===== config.mk =====
export PLATFORM = sky130hd
export DESIGN_NAME = xpath_expression_lexer_top
export DESIGN_NICKNAME = d
export VERILOG_FILES = /design/src/rtl/xel_pkg.sv /design/src/rtl/xel_core.sv /design/src/rtl/xel_rq.sv /design/src/rtl/xpath_expression_lexer_top.sv
export VERILOG_INCLUDE_DIRS = /design/src /design/src/rtl
export SDC_FILE = /design/constraint.sdc
export NUM_CORES = 1
export LEC_CHECK = 0
export ABC_CLOCK_PERIOD_IN_PS = 5230
export BUFFER_PORTS_ARGS = -buffer_cell sky130_fd_sc_hd__buf_2
export CORE_MARGIN = 1
export CORE_UTILIZATION = 26
export DETAILED_ROUTE_END_ITERATION = 12
export PLACE_DENSITY_LB_ADDON = 0.25
export SYNTH_ARGS = -nofsm -noshare
export SYNTH_HDL_FRONTEND = slang
export SYNTH_SLANG_ARGS = --single-unit

===== constraint.sdc =====
create_clock -name clk -period 5.23 [get_ports clk]
set_input_delay 0.523 -clock clk [delete_from_list [all_inputs] [get_ports clk]]
set_output_delay 0.523 -clock clk [all_outputs]
set_load 0.005 [all_outputs]

===== src/rtl/xpath_expression_lexer_top_defines.svh =====
// Assertion macros for the expression lexer.
// Simulation builds get the checks; SYNTH builds get empty bodies.
`ifndef XPATH_EXPRESSION_LEXER_TOP_DEFINES_SVH
`define XPATH_EXPRESSION_LEXER_TOP_DEFINES_SVH

`ifndef SYNTH
`define XEL_ASSERT_ALWAYS(lbl, clk, rst_n, expr) \
	lbl: assert property (@(posedge clk) disable iff (!rst_n) (expr)) \
	else $error("xel: invariant violated");
`define XEL_ASSERT_IMPL(lbl, clk, rst_n, ante, cons) \
	lbl: assert property (@(posedge clk) disable iff (!rst_n) (ante) |-> (cons)) \
	else $error("xel: implication violated");
`else
`define XEL_ASSERT_ALWAYS(lbl, clk, rst_n, expr)
`define XEL_ASSERT_IMPL(lbl, clk, rst_n, ante, cons)
`endif

`endif


===== src/rtl/xel_pkg.sv =====
`timescale 1ns / 1ps

package xel_pkg;

	localparam int DEF_MAX_SOURCE_BYTES = 65536;

	localparam logic [5:0] K_AND    = 6'd0;
	localparam logic [5:0] K_OR     = 6'd1;
	localparam logic [5:0] K_DIV    = 6'd2;
	localparam logic [5:0] K_IDIV   = 6'd3;
	localparam logic [5:0] K_MOD    = 6'd4;
	localparam logic [5:0] K_NAME   = 6'd5;
	localparam logic [5:0] K_STRING = 6'd6;
	localparam logic [5:0] K_NUMBER = 6'd7;
	localparam logic [5:0] K_STAR   = 6'd8;
	localparam logic [5:0] K_DSLASH = 6'd9;
	localparam logic [5:0] K_DDOT   = 6'd10;
	localparam logic [5:0] K_NE     = 6'd11;
	localparam logic [5:0] K_LE     = 6'd12;
	localparam logic [5:0] K_GE     = 6'd13;
	localparam logic [5:0] K_ASSIGN = 6'd14;
	localparam logic [5:0] K_SLASH  = 6'd15;
	localparam logic [5:0] K_DOT    = 6'd16;
	localparam logic [5:0] K_AT     = 6'd17;
	localparam logic [5:0] K_QUEST  = 6'd18;
	localparam logic [5:0] K_LPAREN = 6'd19;
	localparam logic [5:0] K_RPAREN = 6'd20;
	localparam logic [5:0] K_LBRACK = 6'd21;
	localparam logic [5:0] K_RBRACK = 6'd22;
	localparam logic [5:0] K_LBRACE = 6'd23;
	localparam logic [5:0] K_RBRACE = 6'd24;
	localparam logic [5:0] K_COMMA  = 6'd25;
	localparam logic [5:0] K_COLON  = 6'd26;
	localparam logic [5:0] K_PLUS   = 6'd27;
	localparam logic [5:0] K_MINUS  = 6'd28;
	localparam logic [5:0] K_EQ     = 6'd29;
	localparam logic [5:0] K_LT     = 6'd30;
	localparam logic [5:0] K_GT     = 6'd31;
	localparam logic [5:0] K_PIPE   = 6'd32;
	localparam logic [5:0] K_END    = 6'd33;
	localparam logic [5:0] K_NONE   = 6'd63;

	localparam logic [2:0] ERR_NONE     = 3'd0;
	localparam logic [2:0] ERR_COMMENT  = 3'd1;
	localparam logic [2:0] ERR_STRING   = 3'd2;
	localparam logic [2:0] ERR_BAD_CHAR = 3'd3;
	localparam logic [2:0] ERR_TOO_LONG = 3'd4;

	// Keywords packed little-endian, first byte in the low octet.
	localparam logic [31:0] KW_OR   = 32'h0000_726f;
	localparam logic [31:0] KW_AND  = 32'h0064_6e61;
	localparam logic [31:0] KW_DIV  = 32'h0076_6964;
	localparam logic [31:0] KW_MOD  = 32'h0064_6f6d;
	localparam logic [31:0] KW_IDIV = 32'h7669_6469;

	typedef enum logic [2:0] {
		PH_IDLE,
		PH_NAME,
		PH_NUMBER,
		PH_STRING,
		PH_COMMENT,
		PH_OPCHAR,
		PH_ERROR
	} phase_t;

	typedef struct packed {
		logic [5:0]  kind;
		logic [15:0] offset;
		logic [15:0] length;
		logic [2:0]  err;
	} res_t;

	// All results caused by one request.
	typedef struct packed {
		logic [1:0] cnt;
		res_t       r0;
		res_t       r1;
	} bundle_t;

	function automatic logic [5:0] single_kind(input logic [7:0] c);
		logic [5:0] k;
		case (c)
			"/":     k = K_SLASH;
			".":     k = K_DOT;
			"@":     k = K_AT;
			"?":     k = K_QUEST;
			"(":     k = K_LPAREN;
			")":     k = K_RPAREN;
			"[":     k = K_LBRACK;
			"]":     k = K_RBRACK;
			"{":     k = K_LBRACE;
			"}":     k = K_RBRACE;
			",":     k = K_COMMA;
			":":     k = K_COLON;
			"+":     k = K_PLUS;
			"-":     k = K_MINUS;
			"=":     k = K_EQ;
			"<":     k = K_LT;
			">":     k = K_GT;
			"|":     k = K_PIPE;
			default: k = K_NONE;
		endcase
		return k;
	endfunction

endpackage


===== src/rtl/xel_core.sv =====
`timescale 1ns / 1ps

module xel_core #(
	parameter int MAX_SOURCE_BYTES = xel_pkg::DEF_MAX_SOURCE_BYTES
) (
	input  logic             clk,
	input  logic             arst_n,
	input  logic             take,
	input  logic [7:0]       source_byte,
	input  logic             end_of_source,
	output xel_pkg::bundle_t bundle
);
	import xel_pkg::*;

	localparam int POS_W = $clog2(MAX_SOURCE_BYTES + 1);
	localparam int CW    = POS_W + 16;

	phase_t            ph_q, ph_d;
	logic [7:0]        pc_q, pc_d;
	logic [7:0]        qc_q, qc_d;
	logic              qs_q, qs_d;
	logic              col_q, col_d;
	logic [POS_W-1:0]  ts_q, ts_d;
	logic [POS_W-1:0]  bp_q, bp_d;
	logic [31:0]       kb_q, kb_d;

	phase_t            st_ph;
	logic              st_space;
	logic              st_emit;
	res_t              st_res;
	logic [5:0]        st_sk;

	logic [POS_W-1:0]  len;
	logic [7:0]        c;

	function automatic logic [15:0] sat16(input logic [POS_W-1:0] v);
		if (CW'(v) > CW'(16'hffff)) begin
			return 16'hffff;
		end
		return 16'(v);
	endfunction

	function automatic res_t mk(input logic [5:0] k, input logic [POS_W-1:0] off,
			input logic [POS_W-1:0] ln, input logic [2:0] e);
		res_t r;
		r.kind   = k;
		r.offset = sat16(off);
		r.length = sat16(ln);
		r.err    = e;
		return r;
	endfunction

	function automatic logic is_space(input logic [7:0] b);
		return (b == " ") || (b >= 8'd9 && b <= 8'd13);
	endfunction

	function automatic logic is_digit(input logic [7:0] b);
		return b >= "0" && b <= "9";
	endfunction

	function automatic logic is_alpha(input logic [7:0] b);
		return (b >= "a" && b <= "z") || (b >= "A" && b <= "Z");
	endfunction

	function automatic logic [5:0] name_kind(input logic [POS_W-1:0] ln,
			input logic [31:0] kb);
		logic [5:0] k;
		k = K_NAME;
		if (ln == POS_W'(2) && kb == KW_OR) begin
			k = K_OR;
		end else if (ln == POS_W'(3) && kb == KW_AND) begin
			k = K_AND;
		end else if (ln == POS_W'(3) && kb == KW_DIV) begin
			k = K_DIV;
		end else if (ln == POS_W'(3) && kb == KW_MOD) begin
			k = K_MOD;
		end else if (ln == POS_W'(4) && kb == KW_IDIV) begin
			k = K_IDIV;
		end
		return k;
	endfunction

	function automatic logic [5:0] pair_kind(input logic [7:0] p, input logic [7:0] b);
		logic [5:0] k;
		k = K_NONE;
		if (p == "/" && b == "/") begin
			k = K_DSLASH;
		end else if (p == "." && b == ".") begin
			k = K_DDOT;
		end else if (p == "!" && b == "=") begin
			k = K_NE;
		end else if (p == "<" && b == "=") begin
			k = K_LE;
		end else if (p == ">" && b == "=") begin
			k = K_GE;
		end else if (p == ":" && b == "=") begin
			k = K_ASSIGN;
		end
		return k;
	endfunction

	assign c   = source_byte;
	assign len = bp_q - ts_q;

	// What the byte does when it opens a new token.
	always_comb begin
		st_space = is_space(c);
		st_sk    = single_kind(c);
		st_emit  = 1'b0;
		st_res   = mk(K_END, bp_q, '0, ERR_NONE);
		st_ph    = PH_IDLE;
		if (st_space) begin
			st_ph = PH_IDLE;
		end else if (c == "(" || c == "/" || c == "." || c == "!" || c == "<" ||
				c == ">" || c == ":") begin
			st_ph = PH_OPCHAR;
		end else if (c == "'" || c == "\"") begin
			st_ph = PH_STRING;
		end else if (is_digit(c)) begin
			st_ph = PH_NUMBER;
		end else if (is_alpha(c) || c == "_") begin
			st_ph = PH_NAME;
		end else if (c == "*") begin
			st_emit = 1'b1;
			st_res  = mk(K_STAR, bp_q, POS_W'(1), ERR_NONE);
		end else if (st_sk != K_NONE) begin
			st_emit = 1'b1;
			st_res  = mk(st_sk, bp_q, POS_W'(1), ERR_NONE);
		end else begin
			st_emit = 1'b1;
			st_ph   = PH_ERROR;
			st_res  = mk(K_END, bp_q, '0, ERR_BAD_CHAR);
		end
	end

	always_comb begin
		logic       do_start;
		logic       tok_v;
		res_t       tok;
		logic       sec_v;
		res_t       sec;
		logic [5:0] pk;

		ph_d     = ph_q;
		pc_d     = pc_q;
		qc_d     = qc_q;
		qs_d     = qs_q;
		col_d    = col_q;
		ts_d     = ts_q;
		bp_d     = bp_q;
		kb_d     = kb_q;
		do_start = 1'b0;
		tok_v    = 1'b0;
		tok      = mk(K_END, bp_q, '0, ERR_NONE);
		sec_v    = 1'b0;
		sec      = mk(K_END, bp_q, '0, ERR_NONE);
		pk       = pair_kind(pc_q, c);

		if (end_of_source) begin
			// Flush the pending token, then the end token unless an error closes it.
			sec_v = (ph_q != PH_ERROR);
			case (ph_q)
				PH_NAME: begin
					tok_v = 1'b1;
					tok   = mk(name_kind(len, kb_q), ts_q, len, ERR_NONE);
				end
				PH_NUMBER: begin
					tok_v = 1'b1;
					tok   = mk(K_NUMBER, ts_q, len, ERR_NONE);
				end
				PH_STRING: begin
					tok_v = 1'b1;
					if (qs_q) begin
						tok = mk(K_STRING, ts_q, len, ERR_NONE);
					end else begin
						tok   = mk(K_END, ts_q, '0, ERR_STRING);
						sec_v = 1'b0;
					end
				end
				PH_COMMENT: begin
					tok_v = 1'b1;
					tok   = mk(K_END, ts_q, '0, ERR_COMMENT);
					sec_v = 1'b0;
				end
				PH_OPCHAR: begin
					tok_v = 1'b1;
					if (pc_q == "!") begin
						tok   = mk(K_END, ts_q, '0, ERR_BAD_CHAR);
						sec_v = 1'b0;
					end else begin
						tok = mk(single_kind(pc_q), ts_q, POS_W'(1), ERR_NONE);
					end
				end
				default: begin
				end
			endcase
			ph_d  = PH_IDLE;
			pc_d  = '0;
			qc_d  = '0;
			qs_d  = 1'b0;
			col_d = 1'b0;
			ts_d  = '0;
			bp_d  = '0;
			kb_d  = '0;
		end else if (ph_q != PH_ERROR) begin
			if (bp_q >= POS_W'(MAX_SOURCE_BYTES)) begin
				tok_v = 1'b1;
				tok   = mk(K_END, bp_q, '0, ERR_TOO_LONG);
				ph_d  = PH_ERROR;
			end else begin
				bp_d = bp_q + POS_W'(1);
				case (ph_q)
					PH_NAME: begin
						if (is_alpha(c) || is_digit(c) || c == "_" || c == "-" ||
								c == "." || c == ":") begin
							if (len < POS_W'(4)) begin
								kb_d = kb_q | (32'(c) << {len[1:0], 3'b000});
							end
						end else begin
							tok_v    = 1'b1;
							tok      = mk(name_kind(len, kb_q), ts_q, len, ERR_NONE);
							do_start = 1'b1;
						end
					end
					PH_NUMBER: begin
						if (!(is_digit(c) || c == "." || c == "e" || c == "E" ||
								c == "+" || c == "-")) begin
							tok_v    = 1'b1;
							tok      = mk(K_NUMBER, ts_q, len, ERR_NONE);
							do_start = 1'b1;
						end
					end
					PH_STRING: begin
						if (qs_q) begin
							if (c == qc_q) begin
								qs_d = 1'b0;
							end else begin
								tok_v    = 1'b1;
								tok      = mk(K_STRING, ts_q, len, ERR_NONE);
								do_start = 1'b1;
							end
						end else if (c == qc_q) begin
							qs_d = 1'b1;
						end
					end
					PH_COMMENT: begin
						if (col_q && c == ")") begin
							ph_d  = PH_IDLE;
							col_d = 1'b0;
						end else begin
							col_d = (c == ":");
						end
					end
					PH_OPCHAR: begin
						if (pk != K_NONE) begin
							tok_v = 1'b1;
							tok   = mk(pk, ts_q, POS_W'(2), ERR_NONE);
							ph_d  = PH_IDLE;
						end else if (pc_q == "(" && c == ":") begin
							ph_d  = PH_COMMENT;
							col_d = 1'b0;
						end else if (pc_q == "." && is_digit(c)) begin
							ph_d = PH_NUMBER;
						end else if (pc_q == "!") begin
							tok_v = 1'b1;
							tok   = mk(K_END, ts_q, '0, ERR_BAD_CHAR);
							ph_d  = PH_ERROR;
						end else begin
							tok_v    = 1'b1;
							tok      = mk(single_kind(pc_q), ts_q, POS_W'(1), ERR_NONE);
							do_start = 1'b1;
						end
					end
					default: begin
						do_start = 1'b1;
					end
				endcase

				if (do_start) begin
					ph_d  = st_ph;
					sec_v = st_emit;
					sec   = st_res;
					if (!st_space) begin
						ts_d = bp_q;
					end
					if (st_ph == PH_OPCHAR) begin
						pc_d = c;
					end
					if (st_ph == PH_STRING) begin
						qc_d = c;
						qs_d = 1'b0;
					end
					if (st_ph == PH_NAME) begin
						kb_d = 32'(c);
					end
				end
			end
		end

		bundle.cnt = {1'b0, tok_v} + {1'b0, sec_v};
		bundle.r0  = tok_v ? tok : sec;
		bundle.r1  = sec;
	end

	always_ff @(posedge clk or negedge arst_n) begin
		if (!arst_n) begin
			ph_q  <= PH_IDLE;
			pc_q  <= '0;
			qc_q  <= '0;
			qs_q  <= 1'b0;
			col_q <= 1'b0;
			ts_q  <= '0;
			bp_q  <= '0;
			kb_q  <= '0;
		end else if (take) begin
			ph_q  <= ph_d;
			pc_q  <= pc_d;
			qc_q  <= qc_d;
			qs_q  <= qs_d;
			col_q <= col_d;
			ts_q  <= ts_d;
			bp_q  <= bp_d;
			kb_q  <= kb_d;
		end
	end

endmodule


===== src/rtl/xel_rq.sv =====
`timescale 1ns / 1ps
`include "xpath_expression_lexer_top_defines.svh"

module xel_rq (
	input  logic             clk,
	input  logic             arst_n,
	input  logic             push,
	input  xel_pkg::bundle_t bundle,
	output logic             full,
	output logic             out_valid,
	input  logic             out_ready,
	output xel_pkg::res_t    head_res,
	output logic             head_last
);
	import xel_pkg::*;

	bundle_t    bundles_q [2];
	logic [1:0] cnt_q;
	logic       rd_q;
	logic       wr_q;
	logic       sub_q;
	bundle_t    head;
	logic       out_fire;
	logic       pop;

	assign head      = bundles_q[rd_q];
	assign out_valid = (cnt_q != 2'd0);
	assign full      = (cnt_q == 2'd2);
	assign head_res  = sub_q ? head.r1 : head.r0;
	assign head_last = sub_q || (head.cnt == 2'd1);
	assign out_fire  = out_valid && out_ready;
	assign pop       = out_fire && head_last;

	always_ff @(posedge clk) begin
		if (push) begin
			bundles_q[wr_q] <= bundle;
		end
	end

	always_ff @(posedge clk or negedge arst_n) begin
		if (!arst_n) begin
			cnt_q <= 2'd0;
			rd_q  <= 1'b0;
			wr_q  <= 1'b0;
			sub_q <= 1'b0;
		end else begin
			cnt_q <= cnt_q + {1'b0, push} - {1'b0, pop};
			if (push) begin
				wr_q <= ~wr_q;
			end
			if (pop) begin
				rd_q  <= ~rd_q;
				sub_q <= 1'b0;
			end else if (out_fire) begin
				sub_q <= 1'b1;
			end
		end
	end

	`XEL_ASSERT_ALWAYS(a_cnt_range, clk, arst_n, cnt_q != 2'd3)
	`XEL_ASSERT_IMPL(a_no_push_full, clk, arst_n, push, cnt_q != 2'd2)
	`XEL_ASSERT_IMPL(a_head_nonempty, clk, arst_n, cnt_q != 2'd0, head.cnt != 2'd0)
	`XEL_ASSERT_IMPL(a_second_of_pair, clk, arst_n, sub_q, out_valid && head.cnt == 2'd2)

endmodule


===== src/rtl/xpath_expression_lexer_top.sv =====
`timescale 1ns / 1ps
// Results of a request enter the result queue on acceptance and are offered after earlier ones.
// Throughput: one request per cycle while the two-request queue has a free slot; results
// go out one per cycle while out_ready is high, both results of a request before the next one's.
// Requests that yield no result (bytes inside a token, whitespace) pass straight through.
// Reset: arst_n low clears the lexer to idle at offset zero and empties the result queue.

module xpath_expression_lexer_top #(
	parameter int MAX_SOURCE_BYTES = xel_pkg::DEF_MAX_SOURCE_BYTES
) (
	input  logic        clk,
	input  logic        arst_n,
	input  logic        in_valid,
	output logic        in_ready,
	input  logic [7:0]  source_byte,
	input  logic        end_of_source,
	output logic        out_valid,
	input  logic        out_ready,
	output logic [5:0]  token_kind,
	output logic [15:0] start_offset,
	output logic [15:0] token_length,
	output logic [2:0]  error_code,
	output logic        last_of_run
);
	import xel_pkg::*;

	logic    in_fire;
	logic    q_full;
	bundle_t bundle;
	res_t    head_res;

	// A request is taken whenever the queue has a free slot, even while the
	// downstream side is stalled on an earlier result.
	assign in_ready = !q_full;
	assign in_fire  = in_valid && in_ready;

	// The lexer state advances on every accepted request; its results are
	// formed in the same cycle and written into the queue as one bundle.
	xel_core #(
		.MAX_SOURCE_BYTES(MAX_SOURCE_BYTES)
	) u_core (
		.clk           (clk),
		.arst_n        (arst_n),
		.take          (in_fire),
		.source_byte   (source_byte),
		.end_of_source (end_of_source),
		.bundle        (bundle)
	);

	// Bundles with no results are never stored, so the queue only ever holds
	// work for the output side.
	xel_rq u_rq (
		.clk       (clk),
		.arst_n    (arst_n),
		.push      (in_fire && (bundle.cnt != 2'd0)),
		.bundle    (bundle),
		.full      (q_full),
		.out_valid (out_valid),
		.out_ready (out_ready),
		.head_res  (head_res),
		.head_last (last_of_run)
	);

	assign token_kind   = head_res.kind;
	assign start_offset = head_res.offset;
	assign token_length = head_res.length;
	assign error_code   = head_res.err;

endmodule

* After elaboration in Yosys (flattened, before gate mapping)
Memory sizes are Yosys's and may differ from the RTL's.
Cells that the tools add are included.
** Storage, ports and cells
- Output and inout bits :: 44
- Memory bits (writable) :: 168
- Bits of input ports :: 13
- Memories kept :: 1
- Bits in registers :: 92
** Memories
- u_rq.bundles_q :: words 2, width 84, rd ports 1, clocked after Yosys merged registers in 0, write ports 1, line xel_rq.sv:17 : bundle_t bundles_q [2];
** Cells by class
- Bitwise logic cells :: 3
- Equality and inequality tests :: 73
- $lt $le $gt $ge :: 13
- Shift-type cells :: 1
- Add/sub/neg operators :: 5
- Reduce and logical (&&, ||, !) cells :: 60
- Muxes and demuxes :: 264
** Operators with widths (number)
- 41-bit 2-to-1 mux :: 26
- 16-bit 2-to-1 mux :: 27
- 32-bit 2-to-1 mux :: 8
- 8-bit by 6-bit equality test with 1-bit output (second input constant) :: 30
- 6-bit one-hot mux with 18 select lines :: 2
- 41-bit one-hot mux with 5 select lines :: 1
- 41-bit one-hot mux with 4 select lines :: 1
- 1-bit 2-to-1 mux :: 149
- 17-bit 2-to-1 mux :: 8
- 8-bit by 7-bit equality test with 1-bit output (second input constant) :: 15
- 32-bit by 23-bit equality test with 1-bit output (second input constant) :: 3
- 8-bit 2-to-1 mux :: 10
- 6-bit 2-to-1 mux :: 10
- 17-bit by 16-bit greater-than comparator with 1-bit output (second input constant) :: 3
- 3-bit 2-to-1 mux :: 17
- 17-bit by 2-bit equality test with 1-bit output (second input constant) :: 2
- 32-bit by 15-bit equality test with 1-bit output (second input constant) :: 1
- 32-bit by 31-bit equality test with 1-bit output (second input constant) :: 1
- 32-bit bitwise OR :: 1
- 8-bit by 5-bit left shift with 32-bit output :: 1
- 1-bit logical AND :: 22
- 1-bit logical OR :: 21
- 5-bit AND reduction :: 4
- 17-bit by 1-bit adder with 17-bit output (second input constant) :: 1
- other kinds (38) :: 55

* Logic depth before layout (Yosys ltp)
Gate-level depths: netlist of the first run.
- Depth in word-level cells :: 24
- Depth in mapped cells :: 20

* Modules after synthesis
Synthesis of the first run repeated with hierarchy kept, for this count alone.
** Unflattened totals
- Cell total of the unflattened synthesis :: 1344
- Area total of the unflattened synthesis :: 14551.5 um^2
** Modules (own cells, without submodules)
- xel_core :: times used 1, seq. area each 2177.1 um^2, area an instance 8205.4 um^2, cells each 1092
- xel_rq :: times used 1, seq. area each 5170.0 um^2, area an instance 6321.1 um^2, cells each 249
- xpath_expression_lexer_top :: times used 1, seq. area each 0.0 um^2, area an instance 25.0 um^2, cells each 3

* Worst setup path before layout of the first run
OpenSTA, ideal clock, no wires.
- Kind :: input-to-reg
- From :: in source_byte[4]
- To :: mem u_rq.bundles_q[0][19] (netlist bit), enable pin
- Data arrival time :: 5.517 ns
- Slack :: -0.779 ns
- Cell stages on the path :: 16
- Buffers on the path :: 2
- Setup time :: 0.492 ns
- Cell sequence :: clkbuf_1 > buf_1 > xnor2_1 > nand4_1 > nor2_1 > inv_1 > ha_1 > nand2_1 > a21oi_2 > o311ai_4 > nand2_1 > inv_1 > ha_1 > nor2_1 > inv_1 > nor2_1
** Between the ends
- Longest elaborated chain between the ends :: 23
** RTL lines
- from (decl) :: line xpath_expression_lexer_top.sv:15 : input logic [7:0] source_byte,
- 8-bit by 6-bit equality test with 1-bit output
- 1-bit logical AND :: line xel_core.sv:96 : end else if (p == ":" && b == "=") begin
- 6-bit 2-to-1 mux :: line xel_core.sv:96
- 6-bit 2-to-1 mux :: line xel_core.sv:94 : end else if (p == ">" && b == "=") begin
- 6-bit 2-to-1 mux :: line xel_core.sv:92 : end else if (p == "<" && b == "=") begin
- 6-bit 2-to-1 mux :: line xel_core.sv:90 : end else if (p == "!" && b == "=") begin
- 6-bit 2-to-1 mux :: line xel_core.sv:88 : end else if (p == "." && b == ".") begin
- 6-bit 2-to-1 mux :: line xel_core.sv:86 : if (p == "/" && b == "/") begin
- [... 7 more ...]
- 1-bit 2-to-1 mux :: line xel_core.sv:206 : if (bp_q >= POS_W'(MAX_SOURCE_BYTES)) begin
- 1-bit 2-to-1 mux :: line xel_core.sv:205 : end else if (ph_q != PH_ERROR) begin
- 1-bit 2-to-1 mux :: line xel_core.sv:159 : if (end_of_source) begin
- 1-bit by 1-bit adder with 2-bit output * :: line xel_core.sv:300 : bundle.cnt = {1'b0, tok_v} + {1'b0, sec_v};
- 2-bit nonzero test * :: line xpath_expression_lexer_top.sv:55 : .push (in_fire && (bundle.cnt != 2'd0)),
- 1-bit logical AND * :: line xpath_expression_lexer_top.sv:55
- 1-bit 2-to-1 mux * :: line xel_rq.sv:35 : if (push) begin
- 1-bit 2-to-1 mux (not written as such) * :: line xel_rq.sv:36 : bundles_q[wr_q] <= bundle;
- to (decl) :: line xel_rq.sv:17
Every way passes the cells marked *; elsewhere a longest branch is shown, timed or not. The select of a mux whose other input is x is not followed.

* Final worst setup path of the first run
- From :: reg u_core.ph_q[2]
- To :: mem u_rq.bundles_q[0][37] (netlist bit), enable pin
** Between the ends
- Longest elaborated chain between the ends :: 14
** RTL lines
- from (decl) :: line xel_core.sv:18 : phase_t ph_q, ph_d;
- from (signal assigned) :: line xel_core.sv:316 : ph_q <= ph_d;
- 3-bit equality test, or another cell as far along
- 1-bit one-hot mux with 5 select lines :: line xel_core.sv:212 : case (ph_q)
- 1-bit 2-to-1 mux :: line xel_core.sv:206
- 1-bit 2-to-1 mux :: line xel_core.sv:205
- 1-bit 2-to-1 mux :: line xel_core.sv:159
- 1-bit 2-to-1 mux :: line xel_core.sv:279 : if (do_start) begin
- 1-bit 2-to-1 mux :: line xel_core.sv:206
- 1-bit 2-to-1 mux :: line xel_core.sv:205
- 1-bit 2-to-1 mux :: line xel_core.sv:159
- 1-bit by 1-bit adder with 2-bit output * :: line xel_core.sv:300
- 2-bit nonzero test * :: line xpath_expression_lexer_top.sv:55
- 1-bit logical AND * :: line xpath_expression_lexer_top.sv:55
- 1-bit 2-to-1 mux * :: line xel_rq.sv:35
- 1-bit 2-to-1 mux (not written as such) * :: line xel_rq.sv:36
Marks and branches as above.

==> flow_summary.json, run 1 <==
{
  "antenna_left": 0,
  "drive_above_1_share_pct": 14.0,
  "clockBufferDepth": 3,
  "core_region_area_um2": 49000,
  "num_vias": 9908,
  "path_cells": "and3b_1 > nor3_1 > nand3_1 > a211oi_1 > o311ai_4 > nand2_1 > inv_1 > ha_1 > nor2_1 > inv_1 > nor2_4 > buf_12",
  "htreeDepth": 1,
  "area_growth_pct": 14.1,
  "max_cap_viol_count": 0,
  "clock.fmax_mhz": 239,
  "ys.flop_type": "edfxtp_1",
  "vdd_drop_max_v": 0.000249,
  "ys_warn_count": 0,
  "hold_viol_final": 0,
  "yosysTopAreaCellShare_pct": 31.1,
  "synthTopCellsByCount": "edfxtp_1, nor2_1, dfrtp_1, nand2_1, inv_1",
  "wire_per_inst_um": 19.6,
  "synth_compound_area_share_pct": 16.5,
  "viasPerCell": 5.12,
  "grt_setup_unrepaired": "false",
  "period_minus_slack_ns": 4.19,
  "p_leak_nw": 5.85,
  "grt_max_degree": 59,
  "port_buffers": 56,
  "final_cells": 1936,
  "max_slew.worst_pin.slew_ns": 1.02,
  "finClkSkew_ns": 0.0191,
  "grt_pass1_vias": 9908,
  "pwr_density_cell_nw_per_um2": 488,
  "drv_slew": 0,
  "hold_class": "input pin to flop",
  "cp.required_ns": 5.44,
  "crit_top_cell": "inv_1",
  "clkSinkCount": 226,
  "clock_insertion_delay_worst_skew_ns": 0.57,
  "synthAdderAreaFrac_pct": 2.77,
  "synth_area_per_cell_um2": 10.6,
  "cts_hold_buffers": 1,
  "gp_congestion": 0.908,
  "fin_util_pct": 30.1,
  "cts_tree": "built",
  "muxShareOfSynthArea_pct": 7.20,
  "synth_top_family_by_area": "simple AND/OR/NAND/NOR gates",
  "drc": 0,
  "die_area_um2": 50600,
  "tns_ns": 0,
  "finalNetCount": 1292,
  "cpMaxStageDelayCell": "nor3_1",
  "antenna_found_initial": 1,
  "post_cts_buffers": 0,
  "synth_area_leader_cell": "edfxtp_1",
  "whs_ns": 0.277,
  "dp_hpwl_mm": 26.9,
  "setup_viol": 0,
  "synth_nets": 1262,
  "cp-end-kind": "flop",
  "gr-total-overflow": 0,
  "dieHeight_um": 225,
  "dr.pass1.iters": 5,
  "path_delay_family": "simple AND/OR/NAND/NOR gates",
  "crit_path_start_kind": "flop",
  "synth.distinct_cells": 93,
  "die_width_um": 225,
  "track_usage_pct": 15.2,
  "setup_slack_ns": 1.04,
  "pre_cts_slack_ns": 0.920,
  "postPlaceCellArea_um2": 13900,
  "row_count": 81,
  "synthSimpleGateAreaFrac_pct": 18.2,
  "netlist_instances": 1221,
  "pin_count": 57,
  "synth_most_common_cell": "edfxtp_1",
  "dp_cells": 1885,
  "slowest_delay_ns": 0.68,
  "period_share_pct": 80.1,
  "path_max_fanout": 58,
  "design_area_um2": 14700,
  "initial_core_util_pct": 26.4,
  "worstSetupPathType": "flop to flop",
  "routed_wl_mm": 37.9,
  "numCtsBuffers": 27,
  "clockRootBuffer": "clkbuf_16",
  "grt_first_pass_wirelength_mm": 60.0,
  "synth_xor_area_share_pct": 2.17,
  "post_cts_resize_count": 0,
  "arrival_ns": 4.40,
  "synth_async_sr_flop_share_pct": 40.7,
  "ys_top_cells_by_area": "edfxtp_1, dfrtp_1, mux4_2, nor2_1, ha_1",
  "diodes": 0,
  "synth_seq_cells": 226,
  "ys_seq_area_share_pct": 48.9,
  "clkTransAtPathRegs_ns": 0.07,
  "maxSlewHeadroom_pct": 31.8,
  "synth.cell_area_um2": 12900,
  "synth_edf_count": 134,
  "outcome": "completed",
  "total_power_mw": 7.20,
  "crit_buf_inv": 3,
  "drt_iter0_drc": 809
}
worst reg2reg max path: stages (launching register included):
cell and delay (ns):
dfrtp_1 0.55, and3b_1 0.32, nor3_1 0.68, nand3_1 0.15, a211oi_1 0.45, o311ai_4 0.25
nand2_1 0.16, inv_1 0.06, ha_1 0.18, nor2_1 0.19, inv_1 0.12, nor2_4 0.30
buf_12 0.34
power by group:
part	switching (mW)	total (mW)	internal (mW)
registers	0.249	2.57	2.32
logic	1.73	2.81	1.07
clock network	0.782	1.83	1.05
total	2.76	7.20	4.44
registers in the layout, summed over array words and instances, names as in the netlist, 2 cells and up:
name / count
u_core.ph_q: 3
u_rq.cnt_q: 2
u_core.pc_q: 8
u_core.kb_q: 32
u_core.qc_q: 8
u_core.ts_q: 17
u_core.bp_q: 17
u_rq.bundles_q: 134
cell usage in the layout, fill, tap and decap left out, types with 18 or more instances in the layout:
master	count
edfxtp_1	134
nor2_1	116
a21oi_1	55
o21ai_0	51
nand2_1	84
inv_1	57
ha_1	27
and2_1	27
buf_2	55
buf_4	19
mux2i_1	30
nand2b_1	18
nand3_1	31
a22o_1	24
clkbuf_16	27
mux4_2	25
nor3_1	29
dfrtp_1	90
final timing paths:
| path | start | to | slack [ns] | cells after the start |
|---|---|---|---|---|
| setup / recovery | u_core.ph_q[2] | u_rq.bundles_q[0][37] | 1.04 | 12 |
| hold / removal | out_ready | u_rq.sub_q | 0.28 | 3 |
| setup reg to reg | u_core.ph_q[2] | u_rq.bundles_q[0][37] | 1.04 | 12 |
| hold reg to reg | u_core.kb_q[15] | u_core.kb_q[15] | 0.48 | 1 |
| max in group asynchronous | arst_n | u_core.qc_q[1] | 3.56 | 3 |
| min in group asynchronous | arst_n | u_core.kb_q[15] | 0.52 | 2 |
metal layers:
metal  global-route usage (%)  part of all wire, %
met1                     20.9                   45
met5                        0                    0
met4                     3.88                  2.3
met2                     24.9                   48
met3                     2.13                  4.7
kinds of logic after synthesis:
family	count (synthesis)
AO/OA/AOI/OAI	301
XOR/XNOR	32
adder cells (fa/ha/maj)	28
buffers and inverters	133
flip-flops	226
multiplexers	61
AND/OR/NAND/NOR	440
area by class of cell:
| class | count | area (um2) |
|---|---|---|
| fill | 5032 | 34200 |
| sequential | 226 | 6330 |
| inverter | 58 | 218 |
| clock buffer | 34 | 732 |
| multi-input combinational | 862 | 6070 |
| timing repair buffer | 76 | 448 |
| tap | 664 | 831 |
| clock inverter | 16 | 126 |
(Power assumes the default switching activity.)
==> inputs of run 2 (changes only) <==
--- a/config.mk
+++ b/config.mk
@@ -6,7 +6,7 @@
 export SDC_FILE = /design/constraint.sdc
 export NUM_CORES = 1
 export LEC_CHECK = 0
-export ABC_CLOCK_PERIOD_IN_PS = 5230
+export ABC_CLOCK_PERIOD_IN_PS = 3500
 export BUFFER_PORTS_ARGS = -buffer_cell sky130_fd_sc_hd__buf_2
 export CORE_MARGIN = 1
 export CORE_UTILIZATION = 26
==> constraint.sdc (replaced) <==
create_clock -name clk -period 3.5 [get_ports clk]
set_input_delay 0.35 -clock clk [delete_from_list [all_inputs] [get_ports clk]]
set_output_delay 0.35 -clock clk [all_outputs]
set_load 0.005 [all_outputs]
==> run 2 against run 1 <==
Count of clock-buffer cells in the layout up 4. Core utilization up 1.7 points. Global-route usage about the same. Final cell count up 4.5%. Via count up 3.4%. Critical path type unchanged. Critical endpoint is now u_rq.bundles_q[0][77]. Largest power group unchanged.
==> flow_summary.json, run 2 (synthesis results as in run 1) <==
{
  "outcome": "completed",
  "p_comb_share_pct": 43.1,
  "clock_insertion_delay_worst_skew_ns": 0.57,
  "drc": 0,
  "dp_cells": 1976,
  "gp_congestion": 0.928,
  "setup_slack_ns": 0.108,
  "reg_top3": "u_rq.bundles_q (134), u_core.kb_q (32)",
  "period_share_pct": 96.9,
  "grt_first_pass_wirelength_mm": 60.4,
  "finClkSkew_ns": 0.0300,
  "num_vias": 10246,
  "seqPwrFrac_pct": 33.1,
  "row_count": 81,
  "arrival_ns": 3.80,
  "finalNetCount": 1382,
  "viasPerCell": 5.06,
  "holdPathEnd": "u_rq.sub_q",
  "p_switching_mw": 4.18,
  "wire_per_inst_um": 18.9,
  "numCtsBuffers": 26,
  "crit_path_start_kind": "flop",
  "area_growth_pct": 20.4,
  "drive_above_1_share_pct": 20.5,
  "routed_wl_mm": 38.2,
  "vdd_drop_max_v": 0.000446,
  "pin_count": 57,
  "pre_cts_slack_ns": -0.0400,
  "path_max_fanout": 4,
  "clock.fmax_mhz": 295,
  "die_area_um2": 50600,
  "switching_share_pct": 37.5,
  "grt_pass1_vias": 10265,
  "hold_depth": 3,
  "core_region_area_um2": 49000,
  "max_slew.worst_pin.slew_ns": 0.996,
  "cts_tree": "built",
  "clkSinkCount": 226,
  "cp.required_ns": 3.91,
  "largest_reg_flops": 134,
  "r2r-start": "u_core.ts_q[0]",
  "cp-end-kind": "flop",
  "antenna_left": 0,
  "grt_max_degree": 55,
  "hold_class": "input pin to flop",
  "track_usage_pct": 15.2,
  "dr.pass1.iters": 7,
  "dieHeight_um": 225,
  "largest-register": "u_rq.bundles_q",
  "reg2reg_depth": 11,
  "hold_viol_final": 0,
  "p_leak_nw": 6.31,
  "initial_core_util_pct": 26.4,
  "htreeDepth": 1,
  "grt_setup_unrepaired": "false",
  "port_buffers": 56,
  "fillers": 5046,
  "drv_slew": 0,
  "pwr_density_cell_nw_per_um2": 716,
  "whs_ns": 0.0964,
  "antenna_found_initial": 1,
  "total_power_mw": 11.1,
  "clkTransAtPathRegs_ns": 0.06,
  "dp_hpwl_mm": 28.1,
  "setup_viol": 0,
  "clockRootBuffer": "clkbuf_16",
  "final_cells": 2024,
  "final_common_cell": "edfxtp_1",
  "drt_iter0_drc": 646,
  "internal-power_mw": 6.96,
  "diodes": 0,
  "worstSetupPathType": "flop to flop",
  "rrSetupSlack_ns": 0.11,
  "maxSlewHeadroom_pct": 32.7,
  "hp-start": "out_ready",
  "clockBufferDepth": 3,
  "r2r-end": "u_rq.bundles_q[0][77]",
  "max_cap_viol_count": 0,
  "final_cell_mix": "edfxtp_1, nor2_1, buf_4",
  "gr-total-overflow": 0,
  "period_minus_slack_ns": 3.39,
  "pwr-share-clk_pct": 23.8,
  "die_width_um": 225
}
## run 2: cell count changes in the layout (fill, tap and decap cells not counted), sizes merged
cell      delta
clkbuf       +4
inv          -2
clkinv       -6
buf         +91
clkinvlp     +1
## run 2: cell type report
class	count	area (um2)	share of cell area, %
Clock buffer	38	737	4.73
Clock inverter	9	90.1	0.579
Inverter	58	218	1.40
Multi-Input combinational cell	862	6170	39.6
Sequential cell	226	6330	40.6
Tap cell	664	831	5.34
Timing Repair Buffer	167	1190	7.67
## run 2: timing repair
item / 4_1_cts / 5_1_grt
setup endpoints to repair: 6 / 17
hold buffers: 1 / 0
hold endpoints to repair: 50 / 0
buffers inserted: 0 / 0
gates resized for setup: 2 / 7
pin swaps: 0 / 3
## run 2: worst max path at each step
stage / start / to / slack, ns / cells past startpoint
detailed placement: u_core.ts_q[2] / u_rq.bundles_q[1][78] / -0.04 / 11
global placement: u_core.ts_q[2] / u_rq.bundles_q[0][76] / -0.05 / 10
floorplan: source_byte[0] / u_rq.bundles_q[0][19] / -0.15 / 12
CTS: u_core.ts_q[0] / u_rq.bundles_q[1][78] / 0.04 / 11
global route: u_core.bp_q[0] / u_rq.bundles_q[0][77] / 0.007 / 12
finish: u_core.ts_q[0] / u_rq.bundles_q[0][77] / 0.11 / 11
## run 2: per-layer routing
layer  GRT usage [%]  vias to the layer above  share of wire, %  wire, um
li1                -                     4851                 -         -
met1            20.6                     5072                45     17200
met2            25.0                      270                48     18200
met3            2.58                       53               4.7      1790
met4            3.93                        0               2.5       973
met5               0                        -                 0         0
## run 2: worst max-delay path: stages, from the launching register on
cell	delay, ns
dfrtp_1	0.42
ha_1	0.22
fa_1	0.46
nand2b_4	0.18
a21o_1	0.20
a211oi_2	0.33
o21ai_1	0.14
a221oi_2	0.31
nand4_1	0.26
buf_4	0.24
nor4b_1	0.28
o22a_1	0.20
## run 2: power by group through the flow
stage	registers, mW	clock network [mW]	logic [mW]
after floorplan	3.66	0	2.91
after global placement	3.73	0	4.79
after detailed placement	3.75	0	4.79
after CTS	3.69	2.73	4.82
after global routing	3.74	2.82	5.27
final	3.69	2.65	4.81
## run 2: through the flow
stage               setup TNS, ns  cell area [um2]  utilization, %
floorplan                  -10.25            13000               -
global placement           -0.264            14700            30.0
detailed placement         -0.123            14700            30.0
CTS                             0            15500            31.7
global route                    0            15600            31.8
finish                          0            15600            31.8
==> inputs of run 3 (changes only) <==
--- a/config.mk
+++ b/config.mk
@@ -10,6 +10,7 @@
 export BUFFER_PORTS_ARGS = -buffer_cell sky130_fd_sc_hd__buf_2
 export CORE_MARGIN = 1
 export CORE_UTILIZATION = 26
+export CTS_BUF_LIST = sky130_fd_sc_hd__clkbuf_4
 export DETAILED_ROUTE_END_ITERATION = 12
 export PLACE_DENSITY_LB_ADDON = 0.25
 export SYNTH_ARGS = -nofsm -noshare
==> run 3 against run 2 <==
Critical path depth unchanged. Clock skew increased by 0.023 ns. Non-clock buffer count increased by 5. Critical path type unchanged. Die area unchanged. Flip-flop and latch count unchanged. Setup slack improved by 0.025 ns. Maximum frequency increased by 0.75%. Global-route usage increased by 0.49 points. Final area increased by 0.27%. Sequential power about the same. Via count increased by 2.6%. Final cell count increased by 3.5%.
==> flow_summary.json, run 3 (synthesis results as in run 1) <==
{
  "clkTransAtPathRegs_ns": 0.06,
  "finClkSkew_ns": 0.0530,
  "cts_tree": "built",
  "switching_share_pct": 38.4,
  "num_vias": 10514,
  "pwr-share-clk_pct": 23.1,
  "antenna_left": 0,
  "finalNetCount": 1427,
  "final_common_cell": "edfxtp_1",
  "arrival_ns": 3.94,
  "seqPwrFrac_pct": 33.4,
  "hold_class": "input pin to flop",
  "path_cells": "ha_1 > fa_1 > nand2b_4 > a21o_1 > a211oi_2 > o21ai_1 > a221oi_2 > nand4_1 > buf_4 > nor4b_1 > o22a_1",
  "whs_ns": 0.120,
  "reg_top3": "u_rq.bundles_q (134), u_core.kb_q (32)",
  "initial_core_util_pct": 26.4,
  "numCtsBuffers": 66,
  "viasPerCell": 5.02,
  "worstSetupPathType": "flop to flop",
  "hold_viol_final": 0,
  "tns_ns": 0,
  "slowest_delay_ns": 0.46,
  "die_width_um": 225,
  "maxSlewHeadroom_pct": 38.0,
  "grt_first_pass_wirelength_mm": 61.6,
  "clock_insertion_delay_worst_skew_ns": 0.75,
  "period_share_pct": 96.2,
  "post_cts_buffers": 0,
  "period_minus_slack_ns": 3.37,
  "outcome": "completed",
  "wire_per_inst_um": 18.6,
  "row_count": 81,
  "clock.fmax_mhz": 297,
  "clockBufferDepth": 3,
  "max_cap_viol_count": 0,
  "port_buffers": 56,
  "cp-end-kind": "flop",
  "p_switching_mw": 4.23,
  "gr-total-overflow": 0,
  "dieHeight_um": 225,
  "antenna_found_initial": 2,
  "drive_above_1_share_pct": 23.8,
  "p_leak_nw": 6.43,
  "total_power_mw": 11.0,
  "die_area_um2": 50600,
  "cpMaxStageDelayCell": "fa_1",
  "fin_util_pct": 31.9,
  "setup_viol": 0,
  "vdd_drop_max_v": 0.000257,
  "postPlaceCellArea_um2": 14700,
  "clockRootBuffer": "clkbuf_4",
  "largest-register": "u_rq.bundles_q",
  "internal-power_mw": 6.79,
  "final_cell_mix": "edfxtp_1, nor2_1, buf_4",
  "largest_reg_flops": 134,
  "core_region_area_um2": 49000,
  "path_max_fanout": 4,
  "drt_iter0_drc": 791,
  "gp_congestion": 0.928,
  "htreeDepth": 3,
  "p_comb_share_pct": 43.5,
  "clkSinkCount": 226,
  "dp_hpwl_mm": 28.1,
  "dr.pass1.iters": 5,
  "grt_pass1_vias": 10688,
  "crit_path_start_kind": "flop",
  "pwr_density_cell_nw_per_um2": 706,
  "cp.required_ns": 4.07,
  "drv_slew": 0,
  "design_area_um2": 15600,
  "routed_wl_mm": 39.0,
  "max_slew.worst_pin.slew_ns": 0.918,
  "area_growth_pct": 20.8,
  "pin_count": 57,
  "track_usage_pct": 15.7,
  "grt_max_degree": 55,
  "drc": 0
}
==> run 3: layout make-up <==
class                   count  area [um2]
inverters                  58         218
repair buffers            172        1240
clock inverters            19         130
fillers                  5112       33300
clock buffers              93         698
well taps                 664         831
diodes                      1        2.50
flip-flops and latches    226        6330
multi-input cells         862        6160
==> run 3: final timing paths <==
kind	start	end	slack (ns)	cells after the start
max in group asynchronous	arst_n	u_rq.sub_q	2.56	3
max	u_core.ts_q[0]	u_rq.bundles_q[1][77]	0.13	11
min reg2reg	u_core.kb_q[13]	u_core.kb_q[13]	0.48	1
min	source_byte[5]	u_core.kb_q[21]	0.12	3
min in group asynchronous	arst_n	u_core.kb_q[25]	0.23	2
max reg2reg	u_core.ts_q[0]	u_rq.bundles_q[1][77]	0.13	11
==> run 3: power groups by stage <==
stage | sequential, mW | combinational [mW] | clock (mW)
final | 3.69 | 4.80 | 2.54
after global placement | 3.73 | 4.79 | 0
after detailed placement | 3.75 | 4.79 | 0
after global routing | 3.74 | 5.27 | 2.78
after CTS | 3.69 | 4.83 | 2.65
after floorplan | 3.66 | 2.91 | 0
==> run 3: metrics by stage <==
step | std cells | setup slack, ns
after floorplan | 1221 | -0.153
after global placement | 1976 | -0.0505
after detailed placement | 1976 | -0.0400
after CTS | 2094 | 0.00551
after global routing | 2095 | -0.00135
final | 2095 | 0.134
==> run 3: what timing repair did <==
action / CTS / global route
gates cloned: 0 / 0
hold buffers: 6 / 0
hold endpoints to repair: 56 / 0
setup endpoints to repair: 6 / 29
resized for setup: 1 / 6
pin swaps: 0 / 3
==> run 3: worst max-delay path, delay by kind of cell (launching register included) <==
family | cells | cell delay (ns)
fa+ha+maj | 2 | 0.68
buf+inv | 1 | 0.25
compound gates | 5 | 1.16
simple gates | 3 | 0.73
flops | 1 | 0.42
==> run 3: per-layer routing <==
metal | vias up | GRT usage [%] | routed length [um]
li1 | 4964 | - | -
met1 | 5201 | 20.4 | 17200
met2 | 276 | 25.3 | 18600
met3 | 73 | 3.82 | 2040
met4 | 0 | 5.53 | 1100
met5 | - | 0 | 0
